File: config.mk
export PLATFORM = sky130hd
export DESIGN_NAME = memory_pattern_test_sequencer_top
export DESIGN_NICKNAME = d
export VERILOG_FILES = /design/src/sv/mpts_pkg.sv /design/src/sv/mpts_fifo.sv /design/src/sv/mpts_front.sv /design/src/sv/mpts_back.sv /design/src/sv/memory_pattern_test_sequencer_top.sv
export VERILOG_INCLUDE_DIRS = /design/src /design/src/sv
export SDC_FILE = /design/constraint.sdc
export NUM_CORES = 1
export LEC_CHECK = 0
export ABC_AREA = 1
export BUFFER_PORTS_ARGS = -buffer_cell sky130_fd_sc_hd__buf_2
export CAP_MARGIN = 5
export CORE_MARGIN = 4
export CORE_UTILIZATION = 40
export DETAILED_ROUTE_END_ITERATION = 6
export PLACE_DENSITY = 0.58
export SETUP_SLACK_MARGIN = 0.1
export SYNTH_ARGS = -nofsm -noshare
export SYNTH_HDL_FRONTEND = slang
export SYNTH_SLANG_ARGS = --single-unit
File: constraint.sdc
create_clock -name clk -period 9.36 [get_ports clk]
set_clock_uncertainty 0.1 [all_clocks]
set_input_delay 1.872 -clock clk [delete_from_list [all_inputs] [get_ports clk]]
set_output_delay 1.872 -clock clk [all_outputs]
set_load 0.01 [all_outputs]
File: src/sv/memory_pattern_test_sequencer_top_defines.svh
`ifndef MEMORY_PATTERN_TEST_SEQUENCER_TOP_DEFINES_SVH
`define MEMORY_PATTERN_TEST_SEQUENCER_TOP_DEFINES_SVH

// Concurrent checks on the rising edge of clk, suspended while rst is high.

// The consequent must hold in the same cycle as the antecedent.
`define MPTS_ASSERT_SAME(label, ante, cons, msg) \
  label: assert property (@(posedge clk) disable iff (rst) (ante) |-> (cons)) \
    else $error(msg);

// The consequent must hold in the cycle after the antecedent.
`define MPTS_ASSERT_NEXT(label, ante, cons, msg) \
  label: assert property (@(posedge clk) disable iff (rst) (ante) |=> (cons)) \
    else $error(msg);

`endif

File: src/sv/mpts_pkg.sv
`timescale 1ns / 1ps
`default_nettype none

package mpts_pkg;

  // Default width of the test patterns and of the read-back compare.
  localparam int MPTS_DATA_WIDTH = 32;

  // Request codes.
  localparam logic REQ_START = 1'b0;

  // Access kinds on the result channel.
  localparam logic [1:0] KIND_WRITE = 2'd0;
  localparam logic [1:0] KIND_READ  = 2'd1;
  localparam logic [1:0] KIND_NONE  = 2'd2;

  // Configuration register indexes.
  localparam int CFG_IDX_W = 2;
  localparam logic [CFG_IDX_W-1:0] CFG_START_ADDRESS = 2'd0;
  localparam logic [CFG_IDX_W-1:0] CFG_END_ADDRESS   = 2'd1;
  localparam logic [CFG_IDX_W-1:0] CFG_TARGET_PORT   = 2'd2;

  typedef struct packed {
    logic        req_type;
    logic [31:0] read_data;
  } req_t;

  typedef struct packed {
    logic [1:0]  access_kind;
    logic        port_out;
    logic [31:0] address;
    logic [31:0] write_data;
    logic [31:0] error_count;
    logic        done_res;
  } res_t;

  // Classified request handed from the front to the back.
  typedef struct packed {
    logic        start;
    logic [31:0] read_data;
  } cmd_t;

  // Configuration write strobe, index and data.
  typedef struct packed {
    logic                 en;
    logic [CFG_IDX_W-1:0] index;
    logic [31:0]          data;
  } cfg_wr_t;

endpackage

`default_nettype wire

File: src/sv/mpts_fifo.sv
`timescale 1ns / 1ps
`default_nettype none

`include "memory_pattern_test_sequencer_top_defines.svh"

module mpts_fifo #(
  parameter int WIDTH = 8
) (
  input  logic             clk,
  input  logic             rst,
  input  logic             push,
  input  logic [WIDTH-1:0] din,
  output logic             full,
  input  logic             pop,
  output logic [WIDTH-1:0] dout,
  output logic             empty
);

  // Two entries, enough for full rate with a registered full flag.
  logic [WIDTH-1:0] mem [2];
  logic             wr_ptr;
  logic             rd_ptr;
  logic [1:0]       count;
  logic             do_push;
  logic             do_pop;

  assign full    = (count == 2'd2);
  assign empty   = (count == 2'd0);
  assign do_push = push && !full;
  assign do_pop  = pop && !empty;
  assign dout    = mem[rd_ptr];

  always_ff @(posedge clk) begin
    if (do_push) begin
      mem[wr_ptr] <= din;
    end
  end

  always_ff @(posedge clk) begin
    if (rst) begin
      wr_ptr <= 1'b0;
      rd_ptr <= 1'b0;
      count  <= 2'd0;
    end else begin
      if (do_push) begin
        wr_ptr <= !wr_ptr;
      end
      if (do_pop) begin
        rd_ptr <= !rd_ptr;
      end
      if (do_push && !do_pop) begin
        count <= count + 2'd1;
      end else if (do_pop && !do_push) begin
        count <= count - 2'd1;
      end
    end
  end

  `MPTS_ASSERT_SAME(a_count_bound, 1'b1, count <= 2'd2, "fifo count beyond depth")
  `MPTS_ASSERT_NEXT(a_count_up, do_push && !do_pop, count == $past(count) + 2'd1,
                    "fifo count did not grow on a lone push")
  `MPTS_ASSERT_NEXT(a_count_down, do_pop && !do_push, count == $past(count) - 2'd1,
                    "fifo count did not shrink on a lone pop")

endmodule

`default_nettype wire

File: src/sv/mpts_front.sv
`timescale 1ns / 1ps
`default_nettype none

module mpts_front
  import mpts_pkg::*;
(
  input  logic clk,
  input  logic rst,
  input  logic push,
  input  req_t request,
  output logic full,
  output logic cmd_valid,
  input  logic cmd_ready,
  output cmd_t cmd
);

  cmd_t                   cmd_in;
  logic [$bits(cmd_t)-1:0] cmd_q;
  logic                   cmd_empty;

  // Sort each request into a restart or an advance before it is queued.
  always_comb begin
    cmd_in.start     = (request.req_type == REQ_START);
    cmd_in.read_data = request.read_data;
  end

  mpts_fifo #(
    .WIDTH($bits(cmd_t))
  ) u_cmd_fifo (
    .clk  (clk),
    .rst  (rst),
    .push (push),
    .din  (cmd_in),
    .full (full),
    .pop  (cmd_ready),
    .dout (cmd_q),
    .empty(cmd_empty)
  );

  assign cmd       = cmd_t'(cmd_q);
  assign cmd_valid = !cmd_empty;

endmodule

`default_nettype wire

File: src/sv/mpts_back.sv
`timescale 1ns / 1ps
`default_nettype none

`include "memory_pattern_test_sequencer_top_defines.svh"

module mpts_back
  import mpts_pkg::*;
#(
  parameter int DATA_WIDTH = MPTS_DATA_WIDTH
) (
  input  logic    clk,
  input  logic    rst,
  input  cfg_wr_t cfg_wr,
  input  logic    cmd_valid,
  input  cmd_t    cmd,
  output logic    cmd_ready,
  input  logic    pop,
  output logic    empty,
  output res_t    result
);

  localparam logic [2:0] PH_IDLE = 3'd0;
  localparam logic [2:0] PH_WALK = 3'd1;
  localparam logic [2:0] PH_AWR  = 3'd2;
  localparam logic [2:0] PH_ARD  = 3'd3;
  localparam logic [2:0] PH_CWR  = 3'd4;
  localparam logic [2:0] PH_CRD  = 3'd5;
  localparam logic [2:0] PH_DONE = 3'd6;

  localparam logic [DATA_WIDTH-1:0] TOPBIT = {1'b1, {(DATA_WIDTH-1){1'b0}}};

  logic [31:0]           start_addr;
  logic [31:0]           end_addr;
  logic                  tgt_port;

  logic [2:0]            phase;
  logic [2:0]            phase_next;
  logic [31:0]           cur_addr;
  logic [31:0]           cur_addr_next;
  logic [DATA_WIDTH-1:0] walk;
  logic [DATA_WIDTH-1:0] walk_next;
  logic [1:0]            sub_step;
  logic [1:0]            sub_step_next;
  logic [DATA_WIDTH-1:0] expected;
  logic [DATA_WIDTH-1:0] expected_next;
  logic                  read_pending;
  logic                  read_pending_next;
  logic [31:0]           mcount;
  logic [31:0]           mcount_next;

  logic                  fire;
  logic                  res_full;
  logic [32:0]           addr_sum;
  logic                  range_fin;
  logic [31:0]           step_addr;
  logic                  testing;
  logic [63:0]           rd64;
  logic [DATA_WIDTH-1:0] rd_dw;
  logic [63:0]           a64;
  logic [DATA_WIDTH-1:0] a_dw;
  logic [DATA_WIDTH-1:0] wdata;
  logic [DATA_WIDTH-1:0] exp_val;
  logic [63:0]           wdata64;
  logic                  active;
  logic [1:0]            kind;
  res_t                  res_in;
  logic [$bits(res_t)-1:0] res_q;

  assign cmd_ready = !res_full;
  assign fire      = cmd_valid && cmd_ready;

  always_ff @(posedge clk) begin
    if (rst) begin
      start_addr <= 32'd0;
      end_addr   <= 32'd0;
      tgt_port   <= 1'b0;
    end else if (cfg_wr.en) begin
      unique case (cfg_wr.index)
        CFG_START_ADDRESS: start_addr <= cfg_wr.data;
        CFG_END_ADDRESS:   end_addr   <= cfg_wr.data;
        CFG_TARGET_PORT:   tgt_port   <= cfg_wr.data[0];
        default: ;
      endcase
    end
  end

  always_comb begin
    addr_sum  = {1'b0, cur_addr} + 33'd4;
    range_fin = addr_sum[32] || (addr_sum[31:0] >= end_addr);
    step_addr = range_fin ? start_addr : addr_sum[31:0];
    testing   = (phase >= PH_WALK) && (phase <= PH_CRD);
    rd64      = {32'd0, cmd.read_data};
    rd_dw     = rd64[DATA_WIDTH-1:0];

    phase_next    = phase;
    cur_addr_next = cur_addr;
    walk_next     = walk;
    sub_step_next = sub_step;
    mcount_next   = mcount;

    if (cmd.start) begin
      mcount_next   = 32'd0;
      cur_addr_next = start_addr;
      walk_next     = TOPBIT;
      sub_step_next = 2'd0;
      phase_next    = (start_addr < end_addr) ? PH_WALK : PH_DONE;
    end else if (testing) begin
      if (read_pending && (rd_dw != expected) && (mcount != 32'hFFFF_FFFF)) begin
        mcount_next = mcount + 32'd1;
      end
      unique case (phase)
        PH_WALK: begin
          if (sub_step != 2'd3) begin
            sub_step_next = sub_step + 2'd1;
          end else begin
            sub_step_next = 2'd0;
            if (walk[DATA_WIDTH-1:1] != '0) begin
              walk_next = walk >> 1;
            end else begin
              walk_next     = TOPBIT;
              cur_addr_next = step_addr;
              if (range_fin) begin
                phase_next = PH_AWR;
              end
            end
          end
        end
        PH_AWR, PH_ARD, PH_CWR: begin
          cur_addr_next = step_addr;
          if (range_fin) begin
            phase_next = phase + 3'd1;
          end
        end
        PH_CRD: begin
          cur_addr_next = step_addr;
          if (range_fin) begin
            phase_next = PH_DONE;
          end
        end
        default: ;
      endcase
    end

    // The access issued for this beat follows from the state just reached.
    a64     = {32'd0, cur_addr_next};
    a_dw    = a64[DATA_WIDTH-1:0];
    kind    = KIND_NONE;
    wdata   = '0;
    exp_val = '0;
    active  = 1'b1;
    unique case (phase_next)
      PH_WALK: begin
        unique case (sub_step_next)
          2'd0: begin
            kind  = KIND_WRITE;
            wdata = walk_next;
          end
          2'd1: begin
            kind    = KIND_READ;
            exp_val = walk_next;
          end
          2'd2: begin
            kind  = KIND_WRITE;
            wdata = ~walk_next;
          end
          default: begin
            kind    = KIND_READ;
            exp_val = ~walk_next;
          end
        endcase
      end
      PH_AWR: begin
        kind  = KIND_WRITE;
        wdata = a_dw;
      end
      PH_ARD: begin
        kind    = KIND_READ;
        exp_val = a_dw;
      end
      PH_CWR: begin
        kind  = KIND_WRITE;
        wdata = ~a_dw;
      end
      PH_CRD: begin
        kind    = KIND_READ;
        exp_val = ~a_dw;
      end
      default: active = 1'b0;
    endcase

    read_pending_next = active && (kind == KIND_READ);
    expected_next     = read_pending_next ? exp_val : expected;
    wdata64           = 64'(wdata);

    res_in.access_kind = kind;
    res_in.port_out    = active && tgt_port;
    res_in.address     = active ? cur_addr_next : 32'd0;
    res_in.write_data  = active ? wdata64[31:0] : 32'd0;
    res_in.error_count = mcount_next;
    res_in.done_res    = (phase_next == PH_DONE);
  end

  always_ff @(posedge clk) begin
    if (rst) begin
      phase        <= PH_IDLE;
      cur_addr     <= 32'd0;
      walk         <= '0;
      sub_step     <= 2'd0;
      expected     <= '0;
      read_pending <= 1'b0;
      mcount       <= 32'd0;
    end else if (fire) begin
      phase        <= phase_next;
      cur_addr     <= cur_addr_next;
      walk         <= walk_next;
      sub_step     <= sub_step_next;
      expected     <= expected_next;
      read_pending <= read_pending_next;
      mcount       <= mcount_next;
    end
  end

  mpts_fifo #(
    .WIDTH($bits(res_t))
  ) u_res_fifo (
    .clk  (clk),
    .rst  (rst),
    .push (fire),
    .din  (res_in),
    .full (res_full),
    .pop  (pop),
    .dout (res_q),
    .empty(empty)
  );

  assign result = res_t'(res_q);

  `MPTS_ASSERT_NEXT(a_start_enters_walk, fire && cmd.start && (start_addr < end_addr),
                    phase == PH_WALK, "start with a non-empty range did not enter walk")
  `MPTS_ASSERT_NEXT(a_count_monotonic, fire && !cmd.start, mcount >= $past(mcount),
                    "error count dropped without a start")
  `MPTS_ASSERT_SAME(a_walk_nonzero, phase == PH_WALK, walk != '0,
                    "walking pattern lost its set bit")
  `MPTS_ASSERT_SAME(a_done_no_read, phase == PH_DONE, !read_pending,
                    "read pending while done")

endmodule

`default_nettype wire

File: src/sv/memory_pattern_test_sequencer_top.sv
// Channel   Handshake         Payload            Beat moves
// request   push / full       req_t   request    start or advance plus read-back data
// result    pop / empty       res_t   result     one memory access and status
// config    wr_en             wr_index, wr_data  one register write, no wait
//
// Each accepted request yields exactly one result, in order; one request a cycle is
// sustained while results are popped, set by the update of the sequencer state in the
// back end. An accepted request waits in the request queue until the back end takes it;
// the back end then writes its result into the result queue, from which it can be
// popped. Reset is synchronous on rst and returns the test to idle. The two-entry
// queues on each side let push and pop stall independently; full rises only when
// both queues have filled because results are not being popped.
`timescale 1ns / 1ps
`default_nettype none

module memory_pattern_test_sequencer_top
  import mpts_pkg::*;
#(
  parameter int DATA_WIDTH = MPTS_DATA_WIDTH
) (
  input  logic                 clk,
  input  logic                 rst,
  input  logic                 push,
  input  req_t                 request,
  output logic                 full,
  input  logic                 pop,
  output logic                 empty,
  output res_t                 result,
  input  logic                 wr_en,
  input  logic [CFG_IDX_W-1:0] wr_index,
  input  logic [31:0]          wr_data
);

  // Classified requests flow from the front end to the sequencer through this link.
  logic    cmd_valid;
  logic    cmd_ready;
  cmd_t    cmd;
  cfg_wr_t cfg_wr;

  // Register writes are bundled for the sequencer, which owns the address range
  // and port registers.
  always_comb begin
    cfg_wr.en    = wr_en;
    cfg_wr.index = wr_index;
    cfg_wr.data  = wr_data;
  end

  // The front end queues incoming beats and tags each as a restart or an advance.
  mpts_front u_front (
    .clk      (clk),
    .rst      (rst),
    .push     (push),
    .request  (request),
    .full     (full),
    .cmd_valid(cmd_valid),
    .cmd_ready(cmd_ready),
    .cmd      (cmd)
  );

  // The back end checks the previous read, steps the pattern state and queues
  // the next access as a result beat.
  mpts_back #(
    .DATA_WIDTH(DATA_WIDTH)
  ) u_back (
    .clk      (clk),
    .rst      (rst),
    .cfg_wr   (cfg_wr),
    .cmd_valid(cmd_valid),
    .cmd      (cmd),
    .cmd_ready(cmd_ready),
    .pop      (pop),
    .empty    (empty),
    .result   (result)
  );

endmodule

`default_nettype wire

==> flow_summary.yaml <==
status:
  status: "completed"
floorplanning:
  fp.dieArea_mm2: 0.0677
  start_util_pct: 40.3
  coreArea_mm2: 0.0631
  row_count: 92
  io_pins: 174
  die-height_um: 260
  die_w_um: 260
clock_network:
  hold_buffers: 0
  clockBufferDepth: 3
  cts_resized: 0
  cts.sinks: 475
  htreeDepth: 2
  clockRootBuffer: "clkbuf_16"
  clk_latency_ps: 610
  clkTransAtPathRegs_ps: 60
  post_cts_buffers: 0
  cts_tree: "done"
  cts-buffers-inserted: 54
synth:
  synthesis.nets: 3179
  synth_ff_type: "edfxtp_1"
  yosys_warnings: 0
  syn_inst: 3033
  async_flop_share_pct: 0
  synthTopCellsByArea: "edfxtp_1 31%, dfxtp_1 16%, nand2_1 8.5%"
  syn_avg_cell_area_um2: 8.39
  syn_area_mm2: 0.0254
  ys_seq_elements: 475
  synth_seq_area_share_pct: 47.8
  synth-edff-count: 266
  synth_top_area_share_pct: 31.4
  synthDistinctLibCells: 58
  yosys.area.top_type: "edfxtp_1"
power:
  p_clk_share_pct: 20.5
  switching_power_uw: 5010
  intPower_uw: 5990
  ir_drop_v: 0.000180
  comb_power_share_pct: 47.2
  p_leak_uw: 0.0121
  seqPwrFrac_pct: 32.2
  power_density_mw_per_mm2: 380
  swShare_pct: 45.6
critical_path:
  start_kind: "flip-flop"
  cpPeakStageDelay_ps: 600
  worstPathMaxFanout: 42
  required_ps: 9590
  worstSetupPathType: "flip-flop to flip-flop"
  cp.arrival_ps: 7020
  cp_slowest_cell: "inv_2"
  endpoint_kind: "flip-flop"
  path_common_cell: "nor2_1"
detailed_routing:
  vias_per_cell: 5.39
  wire_per_inst_um: 19.7
  firstDrtPassIters: 6
  antenna_left: 0
  drt_iter0_markers: 1990
  wl_um: 79200
  num_vias: 21702
  drc: 0
timing:
  drv_slew: 0
  tightestPinTransition_ps: 1150
  min_period_ps: 6790
  fmax_mhz: 147
  relSlewSlack_pct: 23.1
  post-route-period-util_pct: 72.6
  hold_viol: 0
  rsz0062_at_grt: "false"
  whs_ps: 357
  setup_viol: 0
  tns_ps: 0
finish:
  drive_gt1_share_pct: 15.5
  diodes: 0
  synthToLayoutAreaGrowth_pct: 13.6
  nets: 3281
  fillCellCount: 6168
global_route:
  track_usage_pct: 22.8
  grt_pass1_vias: 20430
  grt_max_degree: 106
  grt_pass1_wl_um: 121000
  antenna_found_initial: 0
  grt_overflow: 0
hold_path:
  hold_class: "flip-flop to flip-flop"
placed_design:
  io_buffers: 173
  dpl.hpwl_um: 55900
  routabilityCongestion: 0.926
flow_run:
  cap_violations: 0
-- synth_stat cells, types with 8 or more instances --
master and instances:
nand3_1 188, nor4_1 13, buf_2 35, o21ai_0 287, mux2_2 100, dfxtp_1 209, o21ai_1 8, buf_1 8
nor3_1 28, nand2_2 8, nand4_1 39, o21bai_1 19, inv_2 22, or2_2 11, o211ai_1 44, nand2_1 578
o22ai_1 11, nor2_1 287, inv_1 284, xor2_1 73, clkbuf_1 109, a21oi_1 241, edfxtp_1 266, o211ai_2 10
ha_1 74
-- area by class of cell --
| cell class | instances | area, um^2 | share of cell area, % |
|---|---|---|---|
| Sequential cell | 475 | 12200 | 42.1 |
| Multi-Input combinational cell | 2086 | 11500 | 39.6 |
| Clock buffer | 71 | 1530 | 5.28 |
| Inverter | 311 | 1180 | 4.08 |
| Timing Repair Buffer | 207 | 1120 | 3.88 |
| Tap cell | 846 | 1060 | 3.66 |
| Clock inverter | 30 | 388 | 1.34 |
-- power by group through the flow --
stage	clock network, uW	logic [uW]	registers (uW)
after global placement	0	5080	3550
after global routing	2390	5700	3610
after detailed placement	0	5140	3570
after floorplan	0	3480	3430
after CTS	2300	5160	3540
final	2260	5190	3540
-- cells by family (layout without fill, tap and decap cells) --
family / Yosys count / count (layout) / synth area share [%]
AOI/OAI and AO/OA: 646 / 646 / 13.9
xor gates and xnor gates: 74 / 74 / 2.55
adders and majority gates: 74 / 74 / 3.64
buffers and inverters: 472 / 619 / 7.38
DFF: 475 / 475 / 47.8
muxes: 100 / 100 / 4.42
and+or+nand+nor: 1192 / 1192 / 20.2
-- metrics by stage --
stage / util (%) / total power (uW) / setup WS, ps / cells / instance area, um^2
2_1_floorplan: - / 6910 / 3770 / 3033 / 25400
3_3_place_gp: 42.8 / 8640 / 2840 / 3925 / 27000
3_5_place_dp: 42.8 / 8710 / 2730 / 3925 / 27000
4_1_cts: 45.8 / 11000 / 2670 / 4026 / 28900
5_1_grt: 45.8 / 11700 / 1980 / 4026 / 28900
6_report: 45.8 / 11000 / 2570 / 4026 / 28900
-- state kept, by name, indices dropped and copies added, names as in the netlist, 2 cells and up, named ones only --
name                      flops
u_back.expected              32
u_back.end_addr              32
u_back.u_res_fifo.count       2
u_back.sub_step               2
u_back.start_addr            32
u_back.mcount                32
u_front.u_cmd_fifo.count      2
u_back.cur_addr              32
u_back.u_res_fifo.mem       200
u_back.walk                  32
u_front.u_cmd_fifo.mem       66
u_back.phase                  3
-- placed cells by master (no fill, tap or decap), types with 44 or more instances in the layout --
cell / Yosys / layout
a21oi_1: 241 / 240
xor2_1: 73 / 73
nor2_1: 287 / 283
mux2_2: 100 / 100
ha_1: 74 / 74
edfxtp_1: 266 / 266
dfxtp_1: 209 / 208
o211ai_1: 44 / 44
buf_2: 35 / 173
nand3_1: 188 / 187
o21ai_0: 287 / 275
inv_1: 284 / 282
nand2_1: 578 / 578
clkbuf_16: 0 / 55
-- routing by layer --
layer | vias to the layer above | GRT usage [%] | routed length (um)
met1 | 10322 | 30.9 | 34000
met3 | 137 | 3.81 | 5740
met4 | 0 | 7.16 | 2560
met2 | 781 | 37.3 | 37000
met5 | - | 0 | 0
li1 | 10462 | - | -
-- worst max-delay path: cells and delay by family (launching register included) --
family / cells / cell delay (ps)
compound gates: 3 / 470
simple gates: 16 / 2790
fa+ha+maj: 3 / 860
xor+xnor: 1 / 200
flops: 1 / 450
buf+inv: 6 / 1620
-- path summary, 6_finish.rpt --
path	end	slack, ps	depth (start not counted)	startpoint
setup / recovery	u_back.u_res_fifo.mem[0][39]$_DFFE_PP_	2570	29	u_back.cur_addr[2]$_SDFFE_PP0P_
setup reg to reg	u_back.u_res_fifo.mem[0][39]$_DFFE_PP_	2570	29	u_back.cur_addr[2]$_SDFFE_PP0P_
hold reg to reg	flip-flop	360	1	u_front.u_cmd_fifo.rd_ptr$_SDFFE_PP0P_
hold / removal	flip-flop	360	1	u_front.u_cmd_fifo.rd_ptr$_SDFFE_PP0P_
No activity file was read; power rests on OpenSTA's default activity.
